==> src/rtl/bmptc_pkg.sv <==
// ============================================================================
// bmptc_pkg
// Shared types and constants of the truecolor BMP pixel decoder.
// ============================================================================
`default_nettype none

package bmptc_pkg;

    // Image bounds and header length
    localparam int MAX_WIDTH    = 4096;
    localparam int MAX_HEIGHT   = 4096;
    localparam int HEADER_BYTES = 54;
    localparam int MAX_DIM      = (MAX_WIDTH > MAX_HEIGHT) ? MAX_WIDTH : MAX_HEIGHT;
    localparam int CNT_W        = $clog2(MAX_DIM + 1);

    // Header byte positions
    localparam logic [5:0] POS_SIG0       = 6'd0;
    localparam logic [5:0] POS_SIG1       = 6'd1;
    localparam logic [5:0] POS_FIELD_LO   = 6'd10;
    localparam logic [5:0] POS_FIELD_HI   = 6'd33;
    localparam logic [5:0] POS_SHORT_LO   = 6'd26;
    localparam logic [5:0] POS_SHORT_HI   = 6'd29;
    localparam logic [5:0] POS_OFFSET_END = 6'd13;
    localparam logic [5:0] POS_HSIZE_END  = 6'd17;
    localparam logic [5:0] POS_WIDTH_END  = 6'd21;
    localparam logic [5:0] POS_HEIGHT_END = 6'd25;
    localparam logic [5:0] POS_PLANES_END = 6'd27;
    localparam logic [5:0] POS_BPP_END    = 6'd29;
    localparam logic [5:0] POS_COMP_END   = 6'd33;
    localparam logic [5:0] POS_HDR_LAST   = 6'(HEADER_BYTES - 1);

    localparam logic [7:0]  CHAR_B        = 8'h42;
    localparam logic [7:0]  CHAR_M        = 8'h4D;
    localparam logic [31:0] MIN_HDR_SIZE  = 32'd40;
    localparam logic [15:0] BPP_24        = 16'd24;
    localparam logic [15:0] BPP_32        = 16'd32;
    localparam logic [7:0]  ALPHA_OPAQUE  = 8'd255;

    // Error codes
    localparam logic [3:0] ERR_NONE      = 4'd0;
    localparam logic [3:0] ERR_SIGNATURE = 4'd1;
    localparam logic [3:0] ERR_HDR_SIZE  = 4'd2;
    localparam logic [3:0] ERR_PLANES    = 4'd3;
    localparam logic [3:0] ERR_COMPRESS  = 4'd4;
    localparam logic [3:0] ERR_DEPTH     = 4'd5;
    localparam logic [3:0] ERR_DIMENSION = 4'd6;
    localparam logic [3:0] ERR_TRUNCATED = 4'd7;
    localparam logic [3:0] ERR_OFFSET    = 4'd8;
    localparam logic [3:0] ERR_TOO_LARGE = 4'd9;

    // Result kinds
    localparam logic KIND_PIXEL = 1'b0;
    localparam logic KIND_ERROR = 1'b1;

    typedef enum logic [2:0] {
        PH_HEADER,
        PH_SKIP,
        PH_PIXEL,
        PH_PAD,
        PH_IGNORE
    } phase_t;

    // Control from the sequencer to the header unit
    typedef struct packed {
        logic       cap;
        logic       clr;
        logic [5:0] pos;
        logic [7:0] data;
    } hdr_ctl_t;

    // Decoded header as seen by the sequencer
    typedef struct packed {
        logic [3:0]       code;
        logic [31:0]      offset;
        logic [CNT_W-1:0] width;
        logic [CNT_W-1:0] rows;
        logic             bottom_up;
        logic             bpp32;
        logic [1:0]       pad;
    } hdr_t;

    typedef struct packed {
        logic        kind;
        logic [11:0] x;
        logic [11:0] y;
        logic [7:0]  red;
        logic [7:0]  green;
        logic [7:0]  blue;
        logic [7:0]  alpha;
        logic        done;
        logic [12:0] width;
        logic [12:0] height;
        logic [3:0]  code;
    } res_t;

endpackage

`default_nettype wire

==> src/rtl/bmptc_hdr.sv <==
// ============================================================================
// bmptc_hdr
// Header field capture and header validity check.
// ============================================================================
`default_nettype none

module bmptc_hdr (
    input  wire logic              aclk,
    input  wire logic              aresetn,
    input  wire bmptc_pkg::hdr_ctl_t ctl,
    output bmptc_pkg::hdr_t        hdr
);

    logic        sig_ok_reg, sig_ok_next;
    logic [31:0] asm_reg, asm_next;
    logic [31:0] offset_reg, offset_next;
    logic [31:0] hsize_reg, hsize_next;
    logic [31:0] width_reg, width_next;
    logic [31:0] height_reg, height_next;
    logic [15:0] planes_reg, planes_next;
    logic [15:0] bpp_reg, bpp_next;
    logic [31:0] comp_reg, comp_next;

    logic [5:0]  pos_rel;
    logic [1:0]  k;
    logic        last;
    logic        in_field;
    logic [31:0] abs_rows;
    logic        bpp_ok;

    assign in_field = (ctl.pos >= bmptc_pkg::POS_FIELD_LO) && (ctl.pos <= bmptc_pkg::POS_FIELD_HI);
    assign pos_rel  = ctl.pos - bmptc_pkg::POS_FIELD_LO;

    always_comb begin
        if ((ctl.pos >= bmptc_pkg::POS_SHORT_LO) && (ctl.pos <= bmptc_pkg::POS_SHORT_HI)) begin
            k    = {1'b0, ctl.pos[0]};
            last = ctl.pos[0];
        end else begin
            k    = pos_rel[1:0];
            last = (pos_rel[1:0] == 2'd3);
        end
    end

    always_comb begin
        sig_ok_next = sig_ok_reg;
        asm_next    = asm_reg;
        offset_next = offset_reg;
        hsize_next  = hsize_reg;
        width_next  = width_reg;
        height_next = height_reg;
        planes_next = planes_reg;
        bpp_next    = bpp_reg;
        comp_next   = comp_reg;
        if (ctl.clr) begin
            sig_ok_next = 1'b0;
            asm_next    = '0;
            offset_next = '0;
            hsize_next  = '0;
            width_next  = '0;
            height_next = '0;
            planes_next = '0;
            bpp_next    = '0;
            comp_next   = '0;
        end else if (ctl.cap) begin
            if (ctl.pos == bmptc_pkg::POS_SIG0) begin
                sig_ok_next = (ctl.data == bmptc_pkg::CHAR_B);
            end else if (ctl.pos == bmptc_pkg::POS_SIG1) begin
                sig_ok_next = sig_ok_reg && (ctl.data == bmptc_pkg::CHAR_M);
            end else if (in_field) begin
                asm_next = ((k == 2'd0) ? 32'd0 : asm_reg) | ({24'd0, ctl.data} << {k, 3'b000});
                if (last) begin
                    case (ctl.pos)
                        bmptc_pkg::POS_OFFSET_END: offset_next = asm_next;
                        bmptc_pkg::POS_HSIZE_END:  hsize_next  = asm_next;
                        bmptc_pkg::POS_WIDTH_END:  width_next  = asm_next;
                        bmptc_pkg::POS_HEIGHT_END: height_next = asm_next;
                        bmptc_pkg::POS_PLANES_END: planes_next = asm_next[15:0];
                        bmptc_pkg::POS_BPP_END:    bpp_next    = asm_next[15:0];
                        bmptc_pkg::POS_COMP_END:   comp_next   = asm_next;
                        default: ;
                    endcase
                end
            end
        end
    end

    always_ff @(posedge aclk) begin
        if (!aresetn) begin
            sig_ok_reg <= 1'b0;
            asm_reg    <= '0;
            offset_reg <= '0;
            hsize_reg  <= '0;
            width_reg  <= '0;
            height_reg <= '0;
            planes_reg <= '0;
            bpp_reg    <= '0;
            comp_reg   <= '0;
        end else begin
            sig_ok_reg <= sig_ok_next;
            asm_reg    <= asm_next;
            offset_reg <= offset_next;
            hsize_reg  <= hsize_next;
            width_reg  <= width_next;
            height_reg <= height_next;
            planes_reg <= planes_next;
            bpp_reg    <= bpp_next;
            comp_reg   <= comp_next;
        end
    end

    assign abs_rows = height_reg[31] ? (32'd0 - height_reg) : height_reg;
    assign bpp_ok   = (bpp_reg == bmptc_pkg::BPP_24) || (bpp_reg == bmptc_pkg::BPP_32);

    // First failing check wins
    always_comb begin
        if (!sig_ok_reg)
            hdr.code = bmptc_pkg::ERR_SIGNATURE;
        else if (hsize_reg < bmptc_pkg::MIN_HDR_SIZE)
            hdr.code = bmptc_pkg::ERR_HDR_SIZE;
        else if (offset_reg < 32'(bmptc_pkg::HEADER_BYTES))
            hdr.code = bmptc_pkg::ERR_OFFSET;
        else if (planes_reg != 16'd1)
            hdr.code = bmptc_pkg::ERR_PLANES;
        else if (comp_reg != 32'd0)
            hdr.code = bmptc_pkg::ERR_COMPRESS;
        else if (!bpp_ok)
            hdr.code = bmptc_pkg::ERR_DEPTH;
        else if (width_reg[31] || (width_reg == 32'd0) || (height_reg == 32'd0))
            hdr.code = bmptc_pkg::ERR_DIMENSION;
        else if ((width_reg > 32'(bmptc_pkg::MAX_WIDTH)) ||
                 (abs_rows > 32'(bmptc_pkg::MAX_HEIGHT)))
            hdr.code = bmptc_pkg::ERR_TOO_LARGE;
        else
            hdr.code = bmptc_pkg::ERR_NONE;
    end

    assign hdr.offset    = offset_reg;
    assign hdr.width     = width_reg[bmptc_pkg::CNT_W-1:0];
    assign hdr.rows      = abs_rows[bmptc_pkg::CNT_W-1:0];
    assign hdr.bottom_up = !height_reg[31];
    assign hdr.bpp32     = (bpp_reg == bmptc_pkg::BPP_32);
    assign hdr.pad       = (bpp_reg == bmptc_pkg::BPP_24) ? width_reg[1:0] : 2'd0;

endmodule

`default_nettype wire

==> src/rtl/bmptc_seq.sv <==
// ============================================================================
// bmptc_seq
// Byte sequencer: header walk, offset skip, pixel assembly, row padding.
// ============================================================================
`default_nettype none

module bmptc_seq (
    input  wire logic                aclk,
    input  wire logic                aresetn,
    input  wire logic                step,
    input  wire logic [7:0]          data,
    input  wire logic                eof,
    input  wire bmptc_pkg::hdr_t     hdr,
    output bmptc_pkg::hdr_ctl_t      ctl,
    output logic                     res_valid,
    output bmptc_pkg::res_t          res
);

    localparam int CW = bmptc_pkg::CNT_W;

    bmptc_pkg::phase_t phase_reg, phase_next;
    logic [31:0]   pos_reg, pos_next;
    logic [CW-1:0] col_reg, col_next;
    logic [CW-1:0] row_reg, row_next;
    logic [1:0]    bip_reg, bip_next;
    logic [1:0]    pad_reg, pad_next;
    logic [7:0]    blue_reg, blue_next;
    logic [7:0]    green_reg, green_next;
    logic [7:0]    red_reg, red_next;

    logic [31:0]   pos_inc;
    logic          hdr_end;
    logic          pix_end;
    logic          col_wrap;
    logic          last_row;
    logic          done;
    logic [CW:0]   col_inc;
    logic [CW:0]   row_inc;
    logic [CW-1:0] y_val;
    logic [1:0]    pad_dec;

    assign pos_inc  = pos_reg + 32'd1;
    assign hdr_end  = (pos_reg == {26'd0, bmptc_pkg::POS_HDR_LAST});
    assign pix_end  = (bip_reg == (hdr.bpp32 ? 2'd3 : 2'd2));
    assign col_inc  = {1'b0, col_reg} + 1'b1;
    assign row_inc  = {1'b0, row_reg} + 1'b1;
    assign col_wrap = (col_inc >= {1'b0, hdr.width});
    assign last_row = (row_inc >= {1'b0, hdr.rows});
    assign done     = col_wrap && last_row;
    assign y_val    = hdr.bottom_up ? (hdr.rows - CW'(1) - row_reg) : row_reg;
    assign pad_dec  = pad_reg - 2'd1;

    assign ctl.cap  = step && (phase_reg == PH_HEADER_C());
    assign ctl.clr  = step && eof;
    assign ctl.pos  = pos_reg[5:0];
    assign ctl.data = data;

    function automatic bmptc_pkg::phase_t PH_HEADER_C();
        return bmptc_pkg::PH_HEADER;
    endfunction

    // Next phase
    always_comb begin
        phase_next = phase_reg;
        if (step) begin
            case (phase_reg)
                bmptc_pkg::PH_HEADER: begin
                    if (hdr_end) begin
                        if (hdr.code != bmptc_pkg::ERR_NONE)
                            phase_next = bmptc_pkg::PH_IGNORE;
                        else if (hdr.offset == pos_inc)
                            phase_next = bmptc_pkg::PH_PIXEL;
                        else
                            phase_next = bmptc_pkg::PH_SKIP;
                    end
                end
                bmptc_pkg::PH_SKIP: begin
                    if (pos_inc == hdr.offset)
                        phase_next = bmptc_pkg::PH_PIXEL;
                end
                bmptc_pkg::PH_PIXEL: begin
                    if (pix_end && col_wrap) begin
                        if (last_row)
                            phase_next = bmptc_pkg::PH_IGNORE;
                        else if (hdr.pad != 2'd0)
                            phase_next = bmptc_pkg::PH_PAD;
                    end
                end
                bmptc_pkg::PH_PAD: begin
                    if (pad_dec == 2'd0)
                        phase_next = bmptc_pkg::PH_PIXEL;
                end
                bmptc_pkg::PH_IGNORE: ;
                default: phase_next = bmptc_pkg::PH_HEADER;
            endcase
            if (eof)
                phase_next = bmptc_pkg::PH_HEADER;
        end
    end

    // Counters, held channels and result
    always_comb begin
        pos_next   = pos_reg;
        col_next   = col_reg;
        row_next   = row_reg;
        bip_next   = bip_reg;
        pad_next   = pad_reg;
        blue_next  = blue_reg;
        green_next = green_reg;
        red_next   = red_reg;
        res_valid  = 1'b0;
        res        = '0;
        if (step) begin
            case (phase_reg)
                bmptc_pkg::PH_HEADER: begin
                    pos_next = pos_inc;
                    if (hdr_end) begin
                        if (hdr.code != bmptc_pkg::ERR_NONE) begin
                            res_valid = 1'b1;
                            res.kind  = bmptc_pkg::KIND_ERROR;
                            res.code  = hdr.code;
                        end else begin
                            col_next = '0;
                            row_next = '0;
                            bip_next = '0;
                            pad_next = '0;
                        end
                    end
                end
                bmptc_pkg::PH_SKIP: begin
                    pos_next = pos_inc;
                end
                bmptc_pkg::PH_PIXEL: begin
                    case (bip_reg)
                        2'd0: blue_next  = data;
                        2'd1: green_next = data;
                        2'd2: red_next   = data;
                        default: ;
                    endcase
                    if (!pix_end) begin
                        bip_next = bip_reg + 2'd1;
                    end else begin
                        res_valid  = 1'b1;
                        res.kind   = bmptc_pkg::KIND_PIXEL;
                        res.x      = 12'(col_reg);
                        res.y      = 12'(y_val);
                        res.red    = hdr.bpp32 ? red_reg : data;
                        res.green  = green_reg;
                        res.blue   = blue_reg;
                        res.alpha  = hdr.bpp32 ? data : bmptc_pkg::ALPHA_OPAQUE;
                        res.done   = done;
                        res.width  = 13'(hdr.width);
                        res.height = 13'(hdr.rows);
                        bip_next   = 2'd0;
                        if (col_wrap) begin
                            col_next = '0;
                            if (!last_row) begin
                                row_next = row_inc[CW-1:0];
                                pad_next = hdr.pad;
                            end
                        end else begin
                            col_next = col_inc[CW-1:0];
                        end
                    end
                end
                bmptc_pkg::PH_PAD: begin
                    pad_next = pad_dec;
                end
                default: ;
            endcase
            // Truncation replaces output, except header error, last pixel, ignore phase
            if (eof && !(res_valid && (res.kind == bmptc_pkg::KIND_ERROR))
                    && !(res_valid && res.done)
                    && (phase_reg != bmptc_pkg::PH_IGNORE)) begin
                res_valid = 1'b1;
                res       = '0;
                res.kind  = bmptc_pkg::KIND_ERROR;
                res.code  = bmptc_pkg::ERR_TRUNCATED;
            end
            if (eof) begin
                pos_next = '0;
                col_next = '0;
                row_next = '0;
                bip_next = '0;
                pad_next = '0;
            end
        end
    end

    always_ff @(posedge aclk) begin
        if (!aresetn) begin
            phase_reg <= bmptc_pkg::PH_HEADER;
            pos_reg   <= '0;
            col_reg   <= '0;
            row_reg   <= '0;
            bip_reg   <= '0;
            pad_reg   <= '0;
        end else begin
            phase_reg <= phase_next;
            pos_reg   <= pos_next;
            col_reg   <= col_next;
            row_reg   <= row_next;
            bip_reg   <= bip_next;
            pad_reg   <= pad_next;
        end
    end

    always_ff @(posedge aclk) begin
        blue_reg  <= blue_next;
        green_reg <= green_next;
        red_reg   <= red_next;
    end

endmodule

`default_nettype wire

==> src/rtl/bmp_truecolor_pixel_decoder.sv <==
// ============================================================================
// bmp_truecolor_pixel_decoder
// Streaming decoder for uncompressed 24/32-bit BMP files, one pixel per group.
// ============================================================================
//
//  channel | dir | tdata                  | tuser       | tlast
//  --------+-----+------------------------+-------------+-------------------
//  s_      | in  | file byte (8 bits)     | -           | final file byte
//  m_      | out | pixel / error fields   | result kind | last image pixel
//
//  One byte is taken per clock while s_tready is high. A byte's result
//  reaches m_ after the byte has passed the input register and then the
//  result register. Stalls on m_ hold the result register and the input
//  register both, and s_tready drops only while both are full. Reset
//  (aresetn low, synchronous) empties both registers and returns the
//  decoder to the start of a file; no clearing pass is run.
//
`default_nettype none

module bmp_truecolor_pixel_decoder (
    input  wire logic        aclk,
    input  wire logic        aresetn,
    // input stream
    input  wire logic        s_tvalid,
    output logic             s_tready,
    input  wire logic [7:0]  s_tdata,   // [7:0] data_byte
    input  wire logic        s_tlast,   // end_of_file
    // result stream
    output logic             m_tvalid,
    input  wire logic        m_tready,
    output logic [87:0]      m_tdata,   // [11:0] pixel_x, [23:12] pixel_y, [31:24] red,
                                        // [39:32] green, [47:40] blue, [55:48] alpha,
                                        // [68:56] image_width, [81:69] image_height,
                                        // [85:82] error_code, [87:86] zero
    output logic             m_tuser,   // result_kind
    output logic             m_tlast    // image_done
);

    // Input register
    logic       in_valid_reg, in_valid_next;
    logic [7:0] in_byte_reg;
    logic       in_last_reg;

    // Result register
    logic            out_valid_reg, out_valid_next;
    bmptc_pkg::res_t out_res_reg;

    logic                 advance;
    logic                 seq_valid;
    bmptc_pkg::res_t      seq_res;
    bmptc_pkg::hdr_ctl_t  hdr_ctl;
    bmptc_pkg::hdr_t      hdr;

    // Advance the held byte whenever the result register is free or draining
    assign advance  = in_valid_reg && (!out_valid_reg || m_tready);
    assign s_tready = !in_valid_reg || advance;

    always_comb begin
        in_valid_next = in_valid_reg;
        if (s_tvalid && s_tready)
            in_valid_next = 1'b1;
        else if (advance)
            in_valid_next = 1'b0;
    end

    always_comb begin
        out_valid_next = out_valid_reg;
        if (advance)
            out_valid_next = seq_valid;
        else if (m_tready)
            out_valid_next = 1'b0;
    end

    always_ff @(posedge aclk) begin
        if (!aresetn) begin
            in_valid_reg  <= 1'b0;
            out_valid_reg <= 1'b0;
        end else begin
            in_valid_reg  <= in_valid_next;
            out_valid_reg <= out_valid_next;
        end
    end

    // Payload: load on transfer, hold otherwise
    always_ff @(posedge aclk) begin
        if (s_tvalid && s_tready) begin
            in_byte_reg <= s_tdata;
            in_last_reg <= s_tlast;
        end
        if (advance && seq_valid)
            out_res_reg <= seq_res;
    end

    bmptc_hdr u_hdr (
        .aclk    (aclk),
        .aresetn (aresetn),
        .ctl     (hdr_ctl),
        .hdr     (hdr)
    );

    bmptc_seq u_seq (
        .aclk      (aclk),
        .aresetn   (aresetn),
        .step      (advance),
        .data      (in_byte_reg),
        .eof       (in_last_reg),
        .hdr       (hdr),
        .ctl       (hdr_ctl),
        .res_valid (seq_valid),
        .res       (seq_res)
    );

    assign m_tvalid = out_valid_reg;
    assign m_tuser  = out_res_reg.kind;
    assign m_tlast  = out_res_reg.done;
    assign m_tdata  = {2'b00,
                       out_res_reg.code,
                       out_res_reg.height,
                       out_res_reg.width,
                       out_res_reg.alpha,
                       out_res_reg.blue,
                       out_res_reg.green,
                       out_res_reg.red,
                       out_res_reg.y,
                       out_res_reg.x};

endmodule

`default_nettype wire

==> config.mk <==
export PLATFORM = sky130hd
export DESIGN_NAME = bmp_truecolor_pixel_decoder
export DESIGN_NICKNAME = d
export VERILOG_FILES = /design/src/rtl/bmptc_pkg.sv /design/src/rtl/bmptc_hdr.sv /design/src/rtl/bmptc_seq.sv /design/src/rtl/bmp_truecolor_pixel_decoder.sv
export SDC_FILE = /design/constraint.sdc
export NUM_CORES = 1
export LEC_CHECK = 0
export ABC_AREA = 1
export BUFFER_PORTS_ARGS = -buffer_cell sky130_fd_sc_hd__buf_2
export CORE_MARGIN = 1.5
export CORE_UTILIZATION = 55
export DETAILED_ROUTE_END_ITERATION = 16
export PLACE_DENSITY_LB_ADDON = 0.12
export SYNTH_ARGS = -nofsm -noshare
export SYNTH_HDL_FRONTEND = slang
export SYNTH_SLANG_ARGS = --single-unit
==> constraint.sdc <==
create_clock -name aclk -period 5.09 [get_ports aclk]
set_input_delay 0.2545 -clock aclk [delete_from_list [all_inputs] [get_ports aclk]]
set_output_delay 0.2545 -clock aclk [all_outputs]
set_load 0.01 [all_outputs]
# [Word-level counts from Yosys, hierarchy flattened]
# Cells that the tools add are included.
[word_totals] ff_bits=413 inputBits=13 output_inout_bits=92 word_cells=232
[op_classes] add_sub_neg=9 n_lt_le_gt_ge=10 n_eq_ne=35 shifts=1 n_mux=72 n_bitwise=8 reduce_logical=63
[ops] operator="83-bit two-way mux" n=3
[ops] operator="32-bit two-way mux" n=4
[ops] operator="13-bit two-way mux" n=9
[ops] operator="88-bit two-way mux" n=1
[ops] operator="32-bit equality test" n=2
[ops] operator="32-bit by 13-bit > comparator with 1-bit output, second input constant" n=2
[ops] operator="32-bit logical NOT" n=2
[ops] operator="32-bit by 6-bit < comparator with 1-bit output, second input constant" n=2
[ops] operator="13-bit case mux with 2 select lines" n=2
[ops] operator="4-bit two-way mux" n=11
[ops] operator="6-bit AND reduction" n=7
[ops] operator="32-bit by 1-bit adder with 32-bit output, second input constant" n=1
[ops] operator="32-bit by 6-bit equality test with 1-bit output, second input constant" n=1
[ops] operator="32-bit OR" n=1
[ops] operator="32-bit nonzero test" n=1
[ops] operator="8-bit by 5-bit << shifter with 32-bit output" n=1
[ops] operator="1-bit by 32-bit subtractor with 32-bit output, first input constant" n=1
[ops] operator="6-bit by 5-bit equality test with 1-bit output, second input constant" n=5
[ops] operator="13-bit by 1-bit adder with 14-bit output, second input constant" n=2
[ops] operator="14-bit by 13-bit >= comparator with 1-bit output" n=2
[ops] operator="3-bit two-way mux" n=8
[ops] operator="2-bit two-way mux" n=11
[ops] operator="7-bit AND reduction" n=3
[ops] operator="3-bit by 2-bit != test with 1-bit output, second input constant" n=6
[ops] operator="other kinds (48)" n=110

# [Longest topological paths before layout]
[logic_depth] depth_word=25 depth_mapped=28

# [Modules after synthesis]
# From an unflattened synthesis, not the netlist that was laid out.
[hier_totals] cells_unflattened=2977 area_unflattened_um2=21725.8
[by_module_without_submodules] module="bmptc_hdr" n_inst=1 cells_per_inst=1507 area_each_um2=10521.3
[by_module_without_submodules] module="bmptc_seq" n_inst=1 cells_per_inst=1353 area_each_um2=8165.3
[by_module_without_submodules] module="bmp_truecolor_pixel_decoder" n_inst=1 cells_per_inst=117 area_each_um2=3039.2

# [Worst setup path after synthesis]
# Ideal clock, no wire load.
[synth_path] kind="reg2reg" start="register u_hdr.height_reg[0]" end="register out_res_reg, in the netlist m_tdata[0], enable pin" setup_time_ps=442 arrival_time_ps=3675 setup_slack_ps=973 stages_incl_launch_ff=22 period_less_slack_ps=4117 cell_sequence="dfxtp_1 -> inv_1 -> ha_1 -> nand3_2 -> nand2_2 -> nand2_2 -> nor2_4 -> xnor2_1 -> inv_1 -> nor2_1 -> nor2_1 -> nand2_1 -> nand2_1 -> nand2_1 -> nand2_1 -> nand2_1 -> nand2_1 -> nand3_2 -> nand3b_1 -> nand2_1 -> nand2_1 -> inv_1"
[synth_via] elab_chain_cells=25 elab_cells_between_ends=36 classes_between="add/sub: 1; order compare: 2; mux: 20; reduce/logical: 13"
[synth_rtl] element="from (decl)" line="bmptc_hdr.sv:19" text="logic [31:0] height_reg, height_next;"
[synth_rtl] element="from (signal assigned)" line="bmptc_hdr.sv:104" text="height_reg <= height_next;"
[synth_rtl] element="1-bit by 32-bit subtractor with 32-bit output" line="bmptc_hdr.sv:111" text="assign abs_rows = height_reg[31] ? (32'd0 - height_reg) : height_reg;"
[synth_rtl] element="32-bit two-way mux" line="bmptc_hdr.sv:111"
[synth_rtl] element="32-bit by 13-bit > comparator with 1-bit output" line="bmptc_hdr.sv:131" text="(abs_rows > 32'(bmptc_pkg::MAX_HEIGHT)))"
[synth_rtl] element="1-bit logical OR" line="bmptc_hdr.sv:130" text="else if ((width_reg > 32'(bmptc_pkg::MAX_WIDTH)) ||"
[synth_rtl] element="4-bit two-way mux" line="bmptc_hdr.sv:130"
[synth_rtl] element="4-bit two-way mux" line="bmptc_hdr.sv:128" text="else if (width_reg[31] || (width_reg == 32'd0) || (height_reg == 32'd0))"
[synth_rtl] element="4-bit two-way mux" line="bmptc_hdr.sv:126" text="else if (!bpp_ok)"
[synth_rtl] element="4-bit two-way mux" line="bmptc_hdr.sv:124" text="else if (comp_reg != 32'd0)"
[synth_rtl] element="[9 not listed]"
[synth_rtl] element="1-bit logical AND" line="bmptc_seq.sv:172" text="if (eof && !(res_valid && (res.kind == bmptc_pkg::KIND_ERROR))"
[synth_rtl] element="1-bit logical NOT" line="bmptc_seq.sv:172"
[synth_rtl] element="1-bit logical AND" line="bmptc_seq.sv:172"
[synth_rtl] element="1-bit logical AND" line="bmptc_seq.sv:173" text="&& !(res_valid && res.done)"
[synth_rtl] element="1-bit logical AND" line="bmptc_seq.sv:174" text="&& (phase_reg != bmptc_pkg::PH_IGNORE)) begin"
[synth_rtl] element="1-bit two-way mux *" line="bmptc_seq.sv:172"
[synth_rtl] element="1-bit two-way mux *" line="bmptc_seq.sv:113" text="if (step) begin"
[synth_rtl] element="1-bit logical AND *" line="bmp_truecolor_pixel_decoder.sv:90" text="if (advance && seq_valid)"
[synth_rtl] element="to (signal assigned)" line="bmp_truecolor_pixel_decoder.sv:91" text="out_res_reg <= seq_res;"
[synth_rtl] element="to (decl)" line="bmp_truecolor_pixel_decoder.sv:46" text="bmptc_pkg::res_t out_res_reg;"
# Mark *: on every way between the ends. The rest lies on a longest branch, timed or not. The select of a mux whose other input is x is not followed.
# A chain may end at the register's enable or synchronous reset.

# [Final worst setup path]
[layout_path] start="register u_seq.pos_reg[0]" end="register u_hdr.bpp_reg[14]"
[layout_via] elab_chain_cells=6 elab_cells_between_ends=20 classes_between="add/sub: 1; order compare: 4; eq/ne: 3; shift: 1; mux: 3; bitwise: 3; reduce/logical: 5"
[layout_rtl] element="from (decl)" line="bmptc_seq.sv:22" text="logic [31:0] pos_reg, pos_next;"
[layout_rtl] element="from (signal assigned)" line="bmptc_seq.sv:200" text="pos_reg <= pos_next;"
[layout_rtl] element="branches (longest 6 deep; another with 6-bit by 5-bit >= comparator with 1-bit output)"
[layout_rtl] element="to (signal assigned)" line="bmptc_hdr.sv:106" text="bpp_reg <= bpp_next;"
[layout_rtl] element="to (decl)" line="bmptc_hdr.sv:21" text="logic [15:0] bpp_reg, bpp_next;"
# Several ways; the timed one is not identified.

==> results.yml <==
detailed_routing:
  wire_per_inst_um: 17.5
  ant_nets: 0
  m1WireLength_um: 25500
  route.detailed.drc: 0
  drtIter0Drc: 1467
  routed-wl-met2_um: 27500
  via_count: 18700
  via_per_inst: 5.58
  first_pass_iters: 6
  highest_layer: "met4"
  wirelength_um: 58400
  wl_met3_um: 3580
pwr:
  netSwitchingFraction: 0.237
  comb_power_share: 0.054
  irDropWorstVdd_mv: 0.257
  internal_power_uw: 5370
  p_leak_uw: 0.00987
  pwr-share-seq: 0.488
  p_per_area_nw_per_um2: 305
  switching_power_uw: 1660
  clkPwrFrac: 0.458
timing:
  fin_ws_ns: 0.474
  finalHoldViolations: 0
  fin_crit_ns: 4.62
  holdWs_ns: 0.201
  worstMarginPinSlew_ns: 1.22
  max_slew_margin: 0.179
  skew_ns: 0.0282
  maxSlewViolCount: 0
  rsz0062_at_grt: "false"
  fmax_ghz: 0.217
  setup_viol: 0
  finalSetupTns_ns: 0
  period_share: 0.907
placement:
  place_congestion: 0.959
  hpwl_um: 41600
  portBuffers: 102
  place_ws_ns: 0.536
worst_setup_path:
  r2r_end: "u_hdr.bpp_reg[14]$_SDFFE_PP0P_"
  ff2ff_setup_slack_ns: 0.47
  critical_path_required_ns: 5.60
  r2r_cells: 11
  r2r_start: "u_seq.pos_reg[0]$_SDFFE_PN0P_"
  start_kind: "register"
  critical_path_class: "reg2reg"
  worstPathMaxFanout: 21
  crit_arrival_ns: 5.13
  cp-end-kind: "register"
synthesis:
  synth_warnings: 0
  synth_top_cell_by_area: "dfxtp_1"
  synth_edf_count: 121
  ys_async_sr_fraction: 0
  ys_ff_latch: 410
  synth.most_common_cell: "nand2_1"
  synth.top_cells.by_count: "nand2_1 (549), nor2_1 (376), inv_1 (322)"
  netlist_area_um2: 20600
  synthFlopType: "dfxtp_1"
  syn_inst: 2752
  synth_area_leaders: "dfxtp_1 (28%), edfxtp_1 (18%), nand2_1 (10%)"
  postSynthAreaPerCell_um2: 7.50
  synth_top_area_share: 0.280
  yosysSeqAreaShare: 0.457
  ys_types: 58
layout:
  antenna_cells: 0
  postLayoutCoreUtil: 0.627
  n_fill_cell: 3349
  drive_above_1_share: 0.108
  area_growth_pct: 11.8
  multi_input_area_um2: 9430
  largest_register_ffs: 86
  nets: 2900
  seq_area_um2: 9420
global_route:
  grt_pass1_wl_um: 91400
  grt_use_total: 0.300
  antenna_found_initial: 0
  overflow: 0
  grt_max_degree: 112
  grt_pass1_vias: 17300
floorplan:
  initial_core_util: 0.561
  rows: 70
  core_area_um2: 36800
  die_height_um: 197
  io_pins: 105
  die-area_um2: 38700
  die-width_um: 197
worst_hold_path:
  hold_end: "u_seq.col_reg[12]$_SDFFE_PN0P_"
  hold_path_class: "in2reg"
  worstHoldStart: "aresetn"
  whs_path_depth: 3
job:
  max-cap-violations: 0
clock_network:
  cts.sinks: 410
  clkTransAtPathRegs_ns: 0.06
  clock_latency_ns: 0.60
  cts_root_buffer: "clkbuf_16"
  cts_tree: "yes"
  clock_path_buffers: 3
  htree_levels: 2
  cts_made_buffers: 44
status:
  status: "completed"
==> placed cells by master (no fill, tap or decap), types with 4 or more instances in the layout <==
cell             n
a211oi_1         5
a21oi_1        276
a21oi_2          4
a31oi_1          4
buf_2          102
buf_4           33
clkbuf_1        10
clkbuf_16       45
clkbuf_8         4
clkinv_1         7
clkinv_2        10
dfxtp_1        289
dlygate4sd3_1   12
edfxtp_1       121
ha_1            48
inv_1          320
inv_2           12
mux2_2           4
nand2_1        548
nand2_2          8
nand3_1         96
nand3_2          4
nand3b_1         8
nand4_1         45
nor2_1         375
nor2_2          37
nor2_4           5
nor3_1          34
nor3_2           5
nor4_1          22
o211ai_1         4
o21a_1           4
o21ai_0        235
o21ai_1          9
o22ai_1         17
or2_2           10
xnor2_1         11
xor2_1          40
==> layer usage <==
| metal | track usage | vias to the layer above |
|---|---|---|
| met2 | 0.507 | 589 |
| li1 | - | 9185 |
| met5 | 0 | - |
| met3 | 0.0488 | 114 |
| met1 | 0.389 | 8765 |
| met4 | 0.105 | 0 |
==> logic make-up after synthesis <==
group,count (synthesis),synth area share
simple gates,1212,0.254
compound gates,576,0.147
buf+inv,448,0.0878
flops,410,0.457
xor+xnor,52,0.0227
fa+ha+maj,49,0.0301
mux,4,0.00218
other cells,1,0.000182
==> stage by stage <==
step           area [um^2]  power [uW]  instances
2_1_floorplan        20600        3730       2753
3_3_place_gp         21500        3860       3248
3_5_place_dp         21500        3870       3248
4_1_cts              23100        7060       3341
5_1_grt              23100        7230       3341
6_report             23100        7030       3341
==> cell type report <==
class / count / area share
Tap cell: 468 / 0.0254
Timing Repair Buffer: 149 / 0.0398
Inverter: 338 / 0.0551
Clock inverter: 21 / 0.00949
Sequential cell: 410 / 0.408
Multi-Input combinational cell: 1895 / 0.409
Clock buffer: 60 / 0.0530
==> worst max path at each step <==
stage,startpoint,end,slack (ns),depth (start not counted)
4_1_cts,u_seq.pos_reg[0]$_SDFFE_PN0P_,u_hdr.bpp_reg[14]$_SDFFE_PP0P_,0.53,11
6_report,u_seq.pos_reg[0]$_SDFFE_PN0P_,u_hdr.bpp_reg[14]$_SDFFE_PP0P_,0.47,11
5_1_grt,u_seq.pos_reg[0]$_SDFFE_PN0P_,u_hdr.bpp_reg[14]$_SDFFE_PP0P_,0.16,11
3_3_place_gp,u_seq.pos_reg[0]$_SDFFE_PN0P_,u_hdr.bpp_reg[14]$_SDFFE_PP0P_,0.57,11
2_1_floorplan,u_hdr.height_reg[0]$_SDFFE_PP0P_,m_tdata[0]$_SDFFCE_PP0P_,0.97,21
3_5_place_dp,u_seq.pos_reg[0]$_SDFFE_PN0P_,u_hdr.bpp_reg[14]$_SDFFE_PP0P_,0.54,11
==> timing repair <==
item,CTS,global route
resized for setup,0,0
setup buffers,0,0
hold endpoints to repair,11,0
hold buffers,12,0
==> worst max-delay path: stages (launching register included) <==
cell,delay (ns)
dfxtp_1,0.89
clkinv_1,0.54
ha_1,0.38
o211ai_1,0.24
nand2_1,0.14
nor2_4,0.38
inv_2,0.16
nand2_1,0.34
inv_2,0.28
o22ai_1,0.85
o21ai_0,0.16
a21oi_1,0.15
==> power groups by stage <==
stage / clock, uW / sequential [uW] / combinational, uW
finish: 3220 / 3430 / 378
global route: 3370 / 3440 / 415
CTS: 3250 / 3430 / 374
detailed placement: 0 / 3510 / 365
global placement: 0 / 3500 / 360
floorplan: 0 / 3510 / 228
(Power assumes the default switching activity.)
